File: src/fusp_pkg.sv
// Shared types, codes and constants of the firmware update stream parser.
package fusp_pkg;

  localparam int unsigned START_BYTES = 4;
  localparam int unsigned MAX_BLOCK   = 256;
  localparam int unsigned RES_DEPTH   = 3;

  typedef enum logic [1:0] {
    STG_START,
    STG_META,
    STG_CHUNK,
    STG_END
  } stage_t;

  localparam logic [1:0] RS_INC  = 2'd0;
  localparam logic [1:0] RS_DONE = 2'd1;
  localparam logic [1:0] RS_BAD  = 2'd2;

  localparam logic [2:0] ACT_NONE  = 3'd0;
  localparam logic [2:0] ACT_BLOCK = 3'd1;
  localparam logic [2:0] ACT_ERASE = 3'd2;
  localparam logic [2:0] ACT_WRITE = 3'd3;
  localparam logic [2:0] ACT_FLUSH = 3'd4;
  localparam logic [2:0] ACT_APPLY = 3'd5;

  localparam logic [2:0] CFG_START_MAGIC = 3'd0;
  localparam logic [2:0] CFG_END_MAGIC   = 3'd1;
  localparam logic [2:0] CFG_VERSION     = 3'd2;
  localparam logic [2:0] CFG_TARGET      = 3'd3;
  localparam logic [2:0] CFG_SECTOR      = 3'd4;
  localparam logic [2:0] CFG_NATIVE      = 3'd5;

  typedef struct packed {
    logic [1:0]  status;
    logic [2:0]  action;
    logic [15:0] sector_index;
    logic [19:0] sector_offset;
    logic [7:0]  write_byte;
    logic [8:0]  block_size;
    logic        last;
  } res_t;

  typedef enum logic [2:0] {
    CS_IDLE,
    CS_EVAL,
    CS_SRCH,
    CS_SWAIT,
    CS_CHK,
    CS_CWAIT,
    CS_COMMIT,
    CS_EMIT
  } cstate_t;

  typedef struct packed {
    logic load;
    logic init_pick;
    logic init_chk;
    logic div_start;
    logic srch_step;
    logic commit;
    logic emit;
  } cmd_t;

  typedef struct packed {
    logic need_pick;
    logic need_check;
    logic cand_over;
    logic div_done;
    logic out_free;
    logic emit_last;
  } sts_t;

endpackage

File: src/fusp_rdiv.sv
// Bit-serial restoring remainder unit: sector size modulo a block candidate.
module fusp_rdiv import fusp_pkg::*; (
  input  logic        clk,
  input  logic        rst,
  input  logic        start,
  input  logic [20:0] dividend,
  input  logic [8:0]  divisor,
  output logic        done,
  output logic        rem_zero
);

  logic [20:0] sh;
  logic [8:0]  rem;
  logic [8:0]  dvs;
  logic [4:0]  cnt;
  logic        busy;
  logic [9:0]  trial;
  logic        fits;

  assign trial = {rem, sh[20]};
  assign fits  = trial >= {1'b0, dvs};
  assign rem_zero = rem == 9'd0;

  always_ff @(posedge clk) begin
    if (rst) begin
      busy <= 1'b0;
      done <= 1'b0;
      cnt  <= 5'd0;
    end else begin
      done <= 1'b0;
      if (start) begin
        busy <= 1'b1;
        cnt  <= 5'd21;
      end else if (busy) begin
        cnt <= cnt - 5'd1;
        if (cnt == 5'd1) begin
          busy <= 1'b0;
          done <= 1'b1;
        end
      end
    end
  end

  always_ff @(posedge clk) begin
    if (start) begin
      sh  <= dividend;
      rem <= 9'd0;
      dvs <= divisor;
    end else if (busy) begin
      sh  <= {sh[19:0], 1'b0};
      rem <= fits ? 9'(trial - {1'b0, dvs}) : trial[8:0];
    end
  end

endmodule

File: src/fusp_ctrl.sv
// Sequencer: accept a word, run the block search or fit check, commit, emit results.
module fusp_ctrl import fusp_pkg::*; (
  input  logic clk,
  input  logic rst,
  input  logic in_valid,
  output logic in_ready,
  input  sts_t sts,
  output cmd_t cmd
);

  cstate_t state, state_next;

  always_ff @(posedge clk) begin
    if (rst) begin
      state <= CS_IDLE;
    end else begin
      state <= state_next;
    end
  end

  always_comb begin
    state_next = state;
    unique case (state)
      CS_IDLE:   if (in_valid) state_next = CS_EVAL;
      CS_EVAL: begin
        if (sts.need_pick) state_next = CS_SRCH;
        else if (sts.need_check) state_next = CS_CHK;
        else state_next = CS_EMIT;
      end
      CS_SRCH:   state_next = sts.cand_over ? CS_COMMIT : CS_SWAIT;
      CS_SWAIT:  if (sts.div_done) state_next = CS_SRCH;
      CS_CHK:    state_next = CS_CWAIT;
      CS_CWAIT:  if (sts.div_done) state_next = CS_COMMIT;
      CS_COMMIT: state_next = CS_EMIT;
      CS_EMIT:   if (sts.out_free && sts.emit_last) state_next = CS_IDLE;
      default:   state_next = CS_IDLE;
    endcase
  end

  always_comb begin
    cmd      = '0;
    in_ready = 1'b0;
    unique case (state)
      CS_IDLE: begin
        in_ready = 1'b1;
        cmd.load = in_valid;
      end
      CS_EVAL: begin
        if (sts.need_pick) cmd.init_pick = 1'b1;
        else if (sts.need_check) cmd.init_chk = 1'b1;
        else cmd.commit = 1'b1;
      end
      CS_SRCH:   cmd.div_start = !sts.cand_over;
      CS_SWAIT:  cmd.srch_step = sts.div_done;
      CS_CHK:    cmd.div_start = 1'b1;
      CS_CWAIT:  cmd.srch_step = sts.div_done;
      CS_COMMIT: cmd.commit = 1'b1;
      CS_EMIT:   cmd.emit = sts.out_free;
      default:   cmd = '0;
    endcase
  end

endmodule

File: src/fusp_dpath.sv
// Datapath: config registers, session state, step evaluation, result list and output register.
module fusp_dpath import fusp_pkg::*; (
  input  logic        clk,
  input  logic        rst,
  input  logic        cfg_we,
  input  logic [2:0]  cfg_index,
  input  logic [63:0] cfg_data,
  input  logic [7:0]  byte_in,
  input  cmd_t        cmd,
  output sts_t        sts,
  output logic        out_valid,
  input  logic        out_ready,
  output res_t        out_res
);

  // configuration
  logic [63:0] start_magic;
  logic [31:0] end_magic, expected_version, expected_target;
  logic [20:0] sector_bytes;
  logic [8:0]  native_block;

  // session state
  stage_t      stage;
  logic [3:0]  start_matched, stage_count;
  logic [15:0] sector_now;
  logic [20:0] sector_fill;
  logic [31:0] payload_count, payload_size, got_target, got_version;
  logic [8:0]  chosen_block;
  logic        failed_flag;
  logic        dirty;

  stage_t      stage_next;
  logic [3:0]  start_matched_next, stage_count_next;
  logic [15:0] sector_now_next;
  logic [20:0] sector_fill_next;
  logic [31:0] payload_count_next, payload_size_next, got_target_next, got_version_next;
  logic [8:0]  chosen_block_next;
  logic        failed_flag_next, dirty_next;

  logic [7:0]  b;
  logic [9:0]  cand;
  logic [8:0]  best;
  logic [9:0]  cap;
  logic        div_done, rem_zero;

  res_t        res_list [RES_DEPTH];
  logic [1:0]  res_li;
  logic [1:0]  emit_idx;

  // step evaluation
  res_t        rl [RES_DEPTH];
  logic [1:0]  rn, li;
  logic [1:0]  st;
  logic        clr;
  stage_t      clr_stage;
  logic [3:0]  clr_sm;

  logic [7:0]  m_want, e_want;
  logic        m_hit, m_done;
  logic [3:0]  m_cnt1, m_next, retry_sm;
  logic        restart, nb_ok, pick_pre, pick_ok, chk_ok;
  logic [20:0] fill1;
  logic [31:0] pc1;
  logic [3:0]  sc1;

  assign m_want  = start_magic[{start_matched[2:0], 3'b000} +: 8];
  assign m_hit   = b == m_want;
  assign m_cnt1  = start_matched + 4'd1;
  assign m_done  = m_hit && (m_cnt1 >= 4'(START_BYTES));
  assign m_next  = (!m_hit || m_done) ? 4'd0 : m_cnt1;
  assign retry_sm = (b != start_magic[7:0]) ? 4'd0 :
                    ((4'd1 >= 4'(START_BYTES)) ? 4'd0 : 4'd1);
  assign e_want  = end_magic[{stage_count[1:0], 3'b000} +: 8];
  assign restart = (stage != STG_START) && m_done;

  assign nb_ok    = (native_block != 9'd0) && ({1'b0, native_block} <= 10'(MAX_BLOCK));
  assign pick_pre = nb_ok && (sector_bytes != 21'd0);
  assign pick_ok  = pick_pre && (best != 9'd0);
  assign chk_ok   = !dirty || (best != 9'd0);
  assign cap      = (sector_bytes >= 21'(MAX_BLOCK)) ? 10'(MAX_BLOCK) : sector_bytes[9:0];

  assign fill1 = sector_fill + 21'd1;
  assign pc1   = payload_count + 32'd1;

  assign sts.need_pick  = !failed_flag && !restart && (stage == STG_META) &&
                          (stage_count == 4'd11) && (got_version == expected_version) &&
                          (got_target == expected_target) && pick_pre;
  assign sts.need_check = !failed_flag && !restart && (stage == STG_CHUNK) &&
                          (sector_bytes != 21'd0) && dirty;
  assign sts.cand_over  = cand > cap;
  assign sts.div_done   = div_done;
  assign sts.out_free   = !out_valid || out_ready;
  assign sts.emit_last  = emit_idx == res_li;

  fusp_rdiv u_rdiv (
    .clk      (clk),
    .rst      (rst),
    .start    (cmd.div_start),
    .dividend (sector_bytes),
    .divisor  (cand[8:0]),
    .done     (div_done),
    .rem_zero (rem_zero)
  );

  always_comb begin
    stage_next         = stage;
    start_matched_next = start_matched;
    stage_count_next   = stage_count;
    sector_now_next    = sector_now;
    sector_fill_next   = sector_fill;
    payload_count_next = payload_count;
    payload_size_next  = payload_size;
    got_target_next    = got_target;
    got_version_next   = got_version;
    chosen_block_next  = chosen_block;
    failed_flag_next   = failed_flag;
    dirty_next         = dirty;
    st        = RS_INC;
    rn        = 2'd0;
    clr       = 1'b0;
    clr_stage = STG_START;
    clr_sm    = 4'd0;
    sc1       = stage_count + 4'd1;
    for (int i = 0; i < RES_DEPTH; i++) rl[i] = '0;

    if (failed_flag) begin
      if (m_done) begin
        clr = 1'b1;
        clr_stage = STG_META;
        failed_flag_next = 1'b0;
      end else begin
        start_matched_next = m_next;
        st = RS_BAD;
      end
    end else if (restart) begin
      clr = 1'b1;
      clr_stage = STG_META;
    end else begin
      start_matched_next = m_next;
      unique case (stage)
        STG_START: begin
          if (m_done) begin
            stage_next = STG_META;
            stage_count_next = 4'd0;
          end else if (!m_hit) begin
            clr = 1'b1;
            clr_sm = retry_sm;
            st = RS_BAD;
          end
        end
        STG_META: begin
          unique case (stage_count[3:2])
            2'd0: got_version_next[{stage_count[1:0], 3'b000} +: 8] = b;
            2'd1: got_target_next[{stage_count[1:0], 3'b000} +: 8] = b;
            2'd2: payload_size_next[{stage_count[1:0], 3'b000} +: 8] = b;
            default: ;
          endcase
          if (sc1 != 4'd12) begin
            stage_count_next = sc1;
          end else if (got_version_next != expected_version ||
                       got_target_next != expected_target) begin
            clr = 1'b1;
            clr_sm = retry_sm;
            st = RS_BAD;
          end else if (!pick_ok) begin
            failed_flag_next = 1'b1;
            clr = 1'b1;
            st = RS_BAD;
          end else begin
            rl[0].action     = ACT_BLOCK;
            rl[0].block_size = best;
            rn = 2'd1;
            chosen_block_next = best;
            dirty_next = 1'b0;
            stage_next = STG_CHUNK;
            stage_count_next = 4'd0;
          end
        end
        STG_CHUNK: begin
          if (sector_bytes == 21'd0 || !chk_ok || sector_fill >= sector_bytes) begin
            failed_flag_next = 1'b1;
            clr = 1'b1;
            st = RS_BAD;
          end else begin
            dirty_next = 1'b0;
            if (sector_fill == 21'd0) begin
              rl[0].action       = ACT_ERASE;
              rl[0].sector_index = sector_now;
              rn = 2'd1;
            end
            rl[rn].action        = ACT_WRITE;
            rl[rn].sector_index  = sector_now;
            rl[rn].sector_offset = sector_fill[19:0];
            rl[rn].write_byte    = b;
            rn = rn + 2'd1;
            payload_count_next = pc1;
            sector_fill_next   = fill1;
            if (pc1 == payload_size || fill1 == sector_bytes) begin
              rl[rn].action       = ACT_FLUSH;
              rl[rn].sector_index = sector_now;
              rn = rn + 2'd1;
              sector_fill_next = 21'd0;
            end
            if (pc1 == payload_size) begin
              stage_next = STG_END;
              stage_count_next = 4'd0;
            end else if (fill1 == sector_bytes) begin
              sector_now_next = sector_now + 16'd1;
            end
          end
        end
        STG_END: begin
          if (b != e_want) begin
            clr = 1'b1;
            clr_sm = retry_sm;
            st = RS_BAD;
          end else if (sc1 >= 4'd4) begin
            rl[0].action = ACT_APPLY;
            rn = 2'd1;
            clr = 1'b1;
            st = RS_DONE;
          end else begin
            stage_count_next = sc1;
          end
        end
        default: ;
      endcase
    end

    // clear the session, keep or drop the failure mark as set above
    if (clr) begin
      stage_next         = clr_stage;
      start_matched_next = clr_sm;
      stage_count_next   = 4'd0;
      sector_now_next    = 16'd0;
      sector_fill_next   = 21'd0;
      payload_count_next = 32'd0;
      payload_size_next  = 32'd0;
      got_target_next    = 32'd0;
      got_version_next   = 32'd0;
      chosen_block_next  = 9'd0;
    end

    if (rn == 2'd0) begin
      rl[0].action = ACT_NONE;
      rn = 2'd1;
    end
    li = rn - 2'd1;
    rl[li].status = st;
    rl[li].last   = 1'b1;
  end

  always_ff @(posedge clk) begin
    if (rst) begin
      start_magic      <= 64'd0;
      end_magic        <= 32'd0;
      expected_version <= 32'd0;
      expected_target  <= 32'd0;
      sector_bytes     <= 21'd4096;
      native_block     <= 9'd4;
      stage            <= STG_START;
      start_matched    <= 4'd0;
      stage_count      <= 4'd0;
      sector_now       <= 16'd0;
      sector_fill      <= 21'd0;
      payload_count    <= 32'd0;
      payload_size     <= 32'd0;
      got_target       <= 32'd0;
      got_version      <= 32'd0;
      chosen_block     <= 9'd0;
      failed_flag      <= 1'b0;
      dirty            <= 1'b0;
      out_valid        <= 1'b0;
      emit_idx         <= 2'd0;
      res_li           <= 2'd0;
    end else begin
      if (cfg_we) begin
        unique case (cfg_index)
          CFG_START_MAGIC: start_magic      <= cfg_data;
          CFG_END_MAGIC:   end_magic        <= cfg_data[31:0];
          CFG_VERSION:     expected_version <= cfg_data[31:0];
          CFG_TARGET:      expected_target  <= cfg_data[31:0];
          CFG_SECTOR:      sector_bytes     <= cfg_data[20:0];
          CFG_NATIVE:      native_block     <= cfg_data[8:0];
          default: ;
        endcase
      end
      if (cmd.commit) begin
        stage         <= stage_next;
        start_matched <= start_matched_next;
        stage_count   <= stage_count_next;
        sector_now    <= sector_now_next;
        sector_fill   <= sector_fill_next;
        payload_count <= payload_count_next;
        payload_size  <= payload_size_next;
        got_target    <= got_target_next;
        got_version   <= got_version_next;
        chosen_block  <= chosen_block_next;
        failed_flag   <= failed_flag_next;
        dirty         <= dirty_next;
        res_li        <= li;
        emit_idx      <= 2'd0;
      end else if (cmd.emit) begin
        emit_idx <= emit_idx + 2'd1;
      end
      // a new sector size must be rechecked against the chosen block
      if (cfg_we && cfg_index == CFG_SECTOR) dirty <= 1'b1;
      if (cmd.emit) out_valid <= 1'b1;
      else if (out_ready) out_valid <= 1'b0;
    end
  end

  always_ff @(posedge clk) begin
    if (cmd.load) b <= byte_in;
    if (cmd.init_pick) begin
      cand <= {1'b0, native_block};
      best <= 9'd0;
    end else if (cmd.init_chk) begin
      cand <= {1'b0, chosen_block};
      best <= 9'd0;
    end else if (cmd.srch_step) begin
      if (rem_zero) best <= cand[8:0];
      cand <= cand + {1'b0, native_block};
    end
    if (cmd.commit) begin
      for (int i = 0; i < RES_DEPTH; i++) res_list[i] <= rl[i];
    end
    if (cmd.emit) out_res <= res_list[emit_idx];
  end

endmodule

File: src/firmware_update_stream_parser.sv
// Top level of the firmware update stream parser: ports, sequencer, datapath, checks.
//
//  channel   dir  handshake                       contents
//  s_axis    in   s_axis_tvalid / s_axis_tready   one stream byte per word
//  m_axis    out  m_axis_tvalid / m_axis_tready   one flash request per word, tlast ends a byte
//  cfg       in   cfg_we                          register index and data, write only
//
// One byte at a time: accept, evaluate, then emit the byte's result words in order.
// Completing the metadata runs the block-size search on the shared bit-serial
// remainder unit, one remainder per multiple of native_block up to min(sector, 256).
// The first payload byte after a sector_bytes write pays one fit check.
// rst is synchronous; it restores the register defaults and an empty session.
// A stalled output holds the sequencer in its emit step; s_axis_tready stays low until
// the last result word of the byte is in the output register.
module firmware_update_stream_parser import fusp_pkg::*; (
  input  logic        clk,
  input  logic        rst,
  input  logic        s_axis_tvalid,
  output logic        s_axis_tready,
  input  logic [7:0]  s_axis_tdata,   // [7:0] byte_in
  output logic        m_axis_tvalid,
  input  logic        m_axis_tready,
  // [1:0] status, [4:2] action, [20:5] sector_index, [40:21] sector_offset,
  // [48:41] write_byte, [57:49] block_size, [63:58] zero
  output logic [63:0] m_axis_tdata,
  output logic        m_axis_tlast,
  input  logic        cfg_we,
  input  logic [2:0]  cfg_index,
  input  logic [63:0] cfg_data
);

  cmd_t cmd;
  sts_t sts;
  res_t out_res;

  fusp_ctrl u_ctrl (
    .clk      (clk),
    .rst      (rst),
    .in_valid (s_axis_tvalid),
    .in_ready (s_axis_tready),
    .sts      (sts),
    .cmd      (cmd)
  );

  fusp_dpath u_dpath (
    .clk       (clk),
    .rst       (rst),
    .cfg_we    (cfg_we),
    .cfg_index (cfg_index),
    .cfg_data  (cfg_data),
    .byte_in   (s_axis_tdata),
    .cmd       (cmd),
    .sts       (sts),
    .out_valid (m_axis_tvalid),
    .out_ready (m_axis_tready),
    .out_res   (out_res)
  );

  // pack the result word, first field lowest
  assign m_axis_tdata = {6'd0, out_res.block_size, out_res.write_byte, out_res.sector_offset,
                         out_res.sector_index, out_res.action, out_res.status};
  assign m_axis_tlast = out_res.last;

  // one byte in flight: no second accept right behind the first
  a_one_byte: assert property (@(posedge clk) disable iff (rst)
    (s_axis_tvalid && s_axis_tready) |=> !s_axis_tready)
    else $error("input accepted while a byte is still in work");

  // only the last word of a byte carries a status
  a_status_last: assert property (@(posedge clk) disable iff (rst)
    (m_axis_tvalid && !m_axis_tlast) |-> (m_axis_tdata[1:0] == RS_INC))
    else $error("status on a word that is not the last of its byte");

  // a status word never carries the unused code
  a_status_code: assert property (@(posedge clk) disable iff (rst)
    m_axis_tvalid |-> (m_axis_tdata[1:0] == RS_INC || m_axis_tdata[1:0] == RS_DONE ||
                       m_axis_tdata[1:0] == RS_BAD))
    else $error("unknown status code");

  // an output word always names a real request code
  a_action_code: assert property (@(posedge clk) disable iff (rst)
    m_axis_tvalid |-> (m_axis_tdata[4:2] <= ACT_APPLY))
    else $error("unknown action code");

endmodule

File: config.mk
export PLATFORM = sky130hd
export DESIGN_NAME = firmware_update_stream_parser
export DESIGN_NICKNAME = d
export VERILOG_FILES = /design/src/fusp_pkg.sv /design/src/fusp_rdiv.sv /design/src/fusp_ctrl.sv /design/src/fusp_dpath.sv /design/src/firmware_update_stream_parser.sv
export SDC_FILE = /design/constraint.sdc
export NUM_CORES = 2
export LEC_CHECK = 0
export BUFFER_PORTS_ARGS = -buffer_cell sky130_fd_sc_hd__buf_4
export CAP_MARGIN = 10
export CORE_AREA = 2 2 289 291
export DETAILED_ROUTE_END_ITERATION = 8
export DIE_AREA = 0 0 291 293
export GPL_TIMING_DRIVEN = 0
export PLACE_DENSITY = 0.65
export SYNTH_ARGS = -nofsm -noshare
export SYNTH_HDL_FRONTEND = slang
export SYNTH_SLANG_ARGS = --single-unit
export TNS_END_PERCENT = 5
File: constraint.sdc
create_clock -name clk -period 5.45 [get_ports clk]
set_input_delay 0.2725 -clock clk [delete_from_list [all_inputs] [get_ports clk]]
set_output_delay 0.2725 -clock clk [all_outputs]
set_load 0.005 [all_outputs]
==> out/results.tsv <==
metric	value	unit
Routed Antenna Nets	0	
critical path type	flip-flop to flip-flop	
NumNets Final	3964	
clock period minus worst slack	5400	ps
fin cells	4937	
DRC Markers	0	
Synth area leaders	dfxtp_1 (25%), edfxtp_1 (21%), nand2_1 (6.2%)	
CP startpoint kind	flip-flop	
Synth warnings	0	
Initial Util	0.3995	
Core Rows	105	
CTS tree	yes	
fmax	185.2	MHz
most used cell, CP	buf_4	
routability-driven placement congestion ratio	0.9759	
fillers	7786	
final hold vios	0	
average size of a mapped cell	9.380	um^2
Root Driver	clkbuf_16	
die width	291	um
HP Class	primary input to flip-flop	
P_leak	13.68	nW
Port Buffers	140	
relative slew slack	0.1713	
element type at the critical path end	flip-flop	
number of global-route vias before repair	26380	
Min Hold Slack	97.42	ps
Worst-Margin Slew	1243	ps
Sink Count	644	
Synth Register Bits	644	
worst clock skew	26.89	ps
slowest stage cell on the critical path	nor4bb_2	
# setup viols final	0	
first-pass GRT wire length	164500	um
Core Region	0.08185	mm^2
Global Route Usage Sum	0.2508	
status	finished clean	
top-count cell post-synth	nand2_1	
asr flop ratio synth	0	
Detailed Place HPWL	82050	um
H-tree levels	3	
biggest area consumer among synthesized cells	dfxtp_1	
Num CTS Buffers	69	
RSZ-0062 raised after global routing	true	
CP Cell Sequence	buf_6 > buf_4 > buf_4 > inv_1 > ha_1 > clkbuf_4 > nor4bb_2 > mux2i_1 > xnor2_1 > nor4_1 > nand4_1 > nor4_4 > buf_4 > o2111ai_4 > buf_6 > buf_4 > a22o_1 > a21oi_2 > a22o_1	
Clock Latency Late Sink	630	ps
setup ws final	49.77	ps
peak fanout along the critical path	10	
clk buf depth	3	
CP peak stage delay	490	ps
Worst R2R Start	u_dpath.stage_count[0]$_SDFFE_PP0P_	
most instantiated cells after synthesis	nand2_1 (537), dfxtp_1 (410), a21oi_1 (351)	
vias per cell	5.676	
Place WS	-1469	ps
CP Launch Point	u_dpath.stage_count[0]$_SDFFE_PP0P_	
post-synthesis cell type count	82	
Design Area, Final	0.03903	mm^2
I/O pin total	147	
worst vdd ir	0.0003088	V
Post-synth EDFFs	234	
Hold Path Origin	cfg_index[1]	
Final Cycle Share	0.9909	
CP Data Arrival Time	5970	ps
Die Ht	293	um
share of cells above drive strength 1	0.1159	
clk slew on worst S/H paths	70	ps
Iter 0 DRT Violations	2826	
top cell type's share of synthesized area	0.2510	
R2R setup slack	50	ps
pin count of the biggest net entering global routing	109	
Pwr Density	371.2	mW/mm^2
# diodes	0	
grt ovf	0	
Vias	28020	
Max-cap violations	0	
DR pass1 iterations	7	
Core Util, Final	0.4769	
placed inst area	0.03529	mm^2
total die area	0.08526	mm^2
worst path required time	6020	ps
Mapped Cells	3486	
WL/cell	22.10	um
pins over their slew limit	0	
dpl cells	4726	
initial antenna violation count	1	
final wirelength	109100	um
Mapped Area	0.03270	mm^2
Top FF cell, synth	dfxtp_1	
part of the Yosys area used for sequential elements	0.4659	
area delta synth->final	19.37	%
[routing by layer]
layer	vias up	GRT usage	share of wire
li1	13090	-	-
met1	13550	0.3397	0.43
met2	1146	0.4066	0.46
met3	233	0.03782	0.074
met4	2	0.09213	0.038
met5	-	0	0.000092
[power breakdown]
| group | internal (mW) | switching, mW |
|---|---|---|
| sequential | 5.71 | 0.282 |
| clock | 3.13 | 2.08 |
| combinational | 1.07 | 2.22 |
[critical path, delay by kind of cell (launching register included)]
| kind | cells | cell delay (ps) |
|---|---|---|
| buffers and inverters | 8 | 1600 |
| AND/OR/NAND/NOR | 4 | 1490 |
| AO/OA/AOI/OAI | 4 | 1150 |
| flip-flops | 1 | 430 |
| adder cells (fa/ha/maj) | 1 | 300 |
| XOR/XNOR | 1 | 170 |
| multiplexers | 1 | 160 |
[metrics by stage]
| stage | power [mW] | TNS, ps |
|---|---|---|
| after floorplan | 7.970 | 0 |
| after CTS | 14.41 | -49.14 |
| after detailed placement | 9.121 | -228330 |
| final | 14.49 | 0 |
| after global routing | 15.03 | -514.3 |
| after global placement | 9.095 | -375090 |
[cells in the final DEF, fill, tap and decap left out, types with 57 or more instances in the layout]
cell type        n
a21oi_1        346
and2_1          98
buf_4          166
clkbuf_1       138
clkbuf_16       71
dfxtp_1        409
dlygate4sd3_1   72
edfxtp_1       234
ha_1            70
inv_1          138
mux2i_1        152
nand2_1        537
nand3_1         73
nor2_1         124
nor4_1          57
o21ai_0         94
o22ai_1         59
xnor2_1        152
xor2_1          80
[flip-flops by register name, summed over array words and instances, names as in the netlist, 10 cells and up]
register,count
u_dpath.expected_version,32
u_dpath.sector_fill,21
u_dpath.sector_now,16
u_dpath.payload_size,32
u_dpath.out_res,59
u_dpath.payload_count,32
u_dpath.res_list,128
u_dpath.end_magic,32
u_dpath.got_version,32
u_dpath.cand,10
u_dpath.got_target,32
u_dpath.start_magic,64
u_dpath.expected_target,32
u_dpath.sector_bytes,21
u_dpath.u_rdiv.sh,21
[kinds of logic after synthesis]
kind of cell / share of synthesized area
and+or+nand+nor: 0.1953
AOI/OAI and AO/OA: 0.1353
DFF: 0.4659
buffers and inverters: 0.04404
xor gates and xnor gates: 0.06267
muxes: 0.06822
adders and majority gates: 0.02839
other: 0.0002297
[cell type report]
| cell class | instances | area (um^2) | share of cell area |
|---|---|---|---|
| multi-input combinational | 2508 | 16480 | 0.4222 |
| buffer | 218 | 972.2 | 0.02491 |
| clock buffer | 86 | 1903 | 0.04875 |
| clock inverter | 41 | 603.1 | 0.01545 |
| inverter | 140 | 530.5 | 0.01359 |
| tap | 1070 | 1339 | 0.03430 |
| sequential | 644 | 15240 | 0.3903 |
| timing repair buffer | 230 | 1971 | 0.05048 |
[timing repair]
action / in CTS / in global routing
pin swaps: 5 / 9
endpoints found under the hold margin: 194 / 0
hold buffers: 72 / 0
gates resized for setup: 47 / 55
setup endpoints to repair: 202 / 210
buffers inserted: 6 / 6
[final timing paths]
kind,endpoint,cells after the start
setup reg to reg,u_dpath.got_version[0]$_SDFFE_PP0P_,19
hold reg to reg,u_dpath.start_magic[17]$_SDFFE_PP0P_,2
setup / recovery,u_dpath.got_version[0]$_SDFFE_PP0P_,19
hold / removal,u_dpath.start_magic[0]$_SDFFE_PP0P_,4
(Power assumes the default switching activity.)
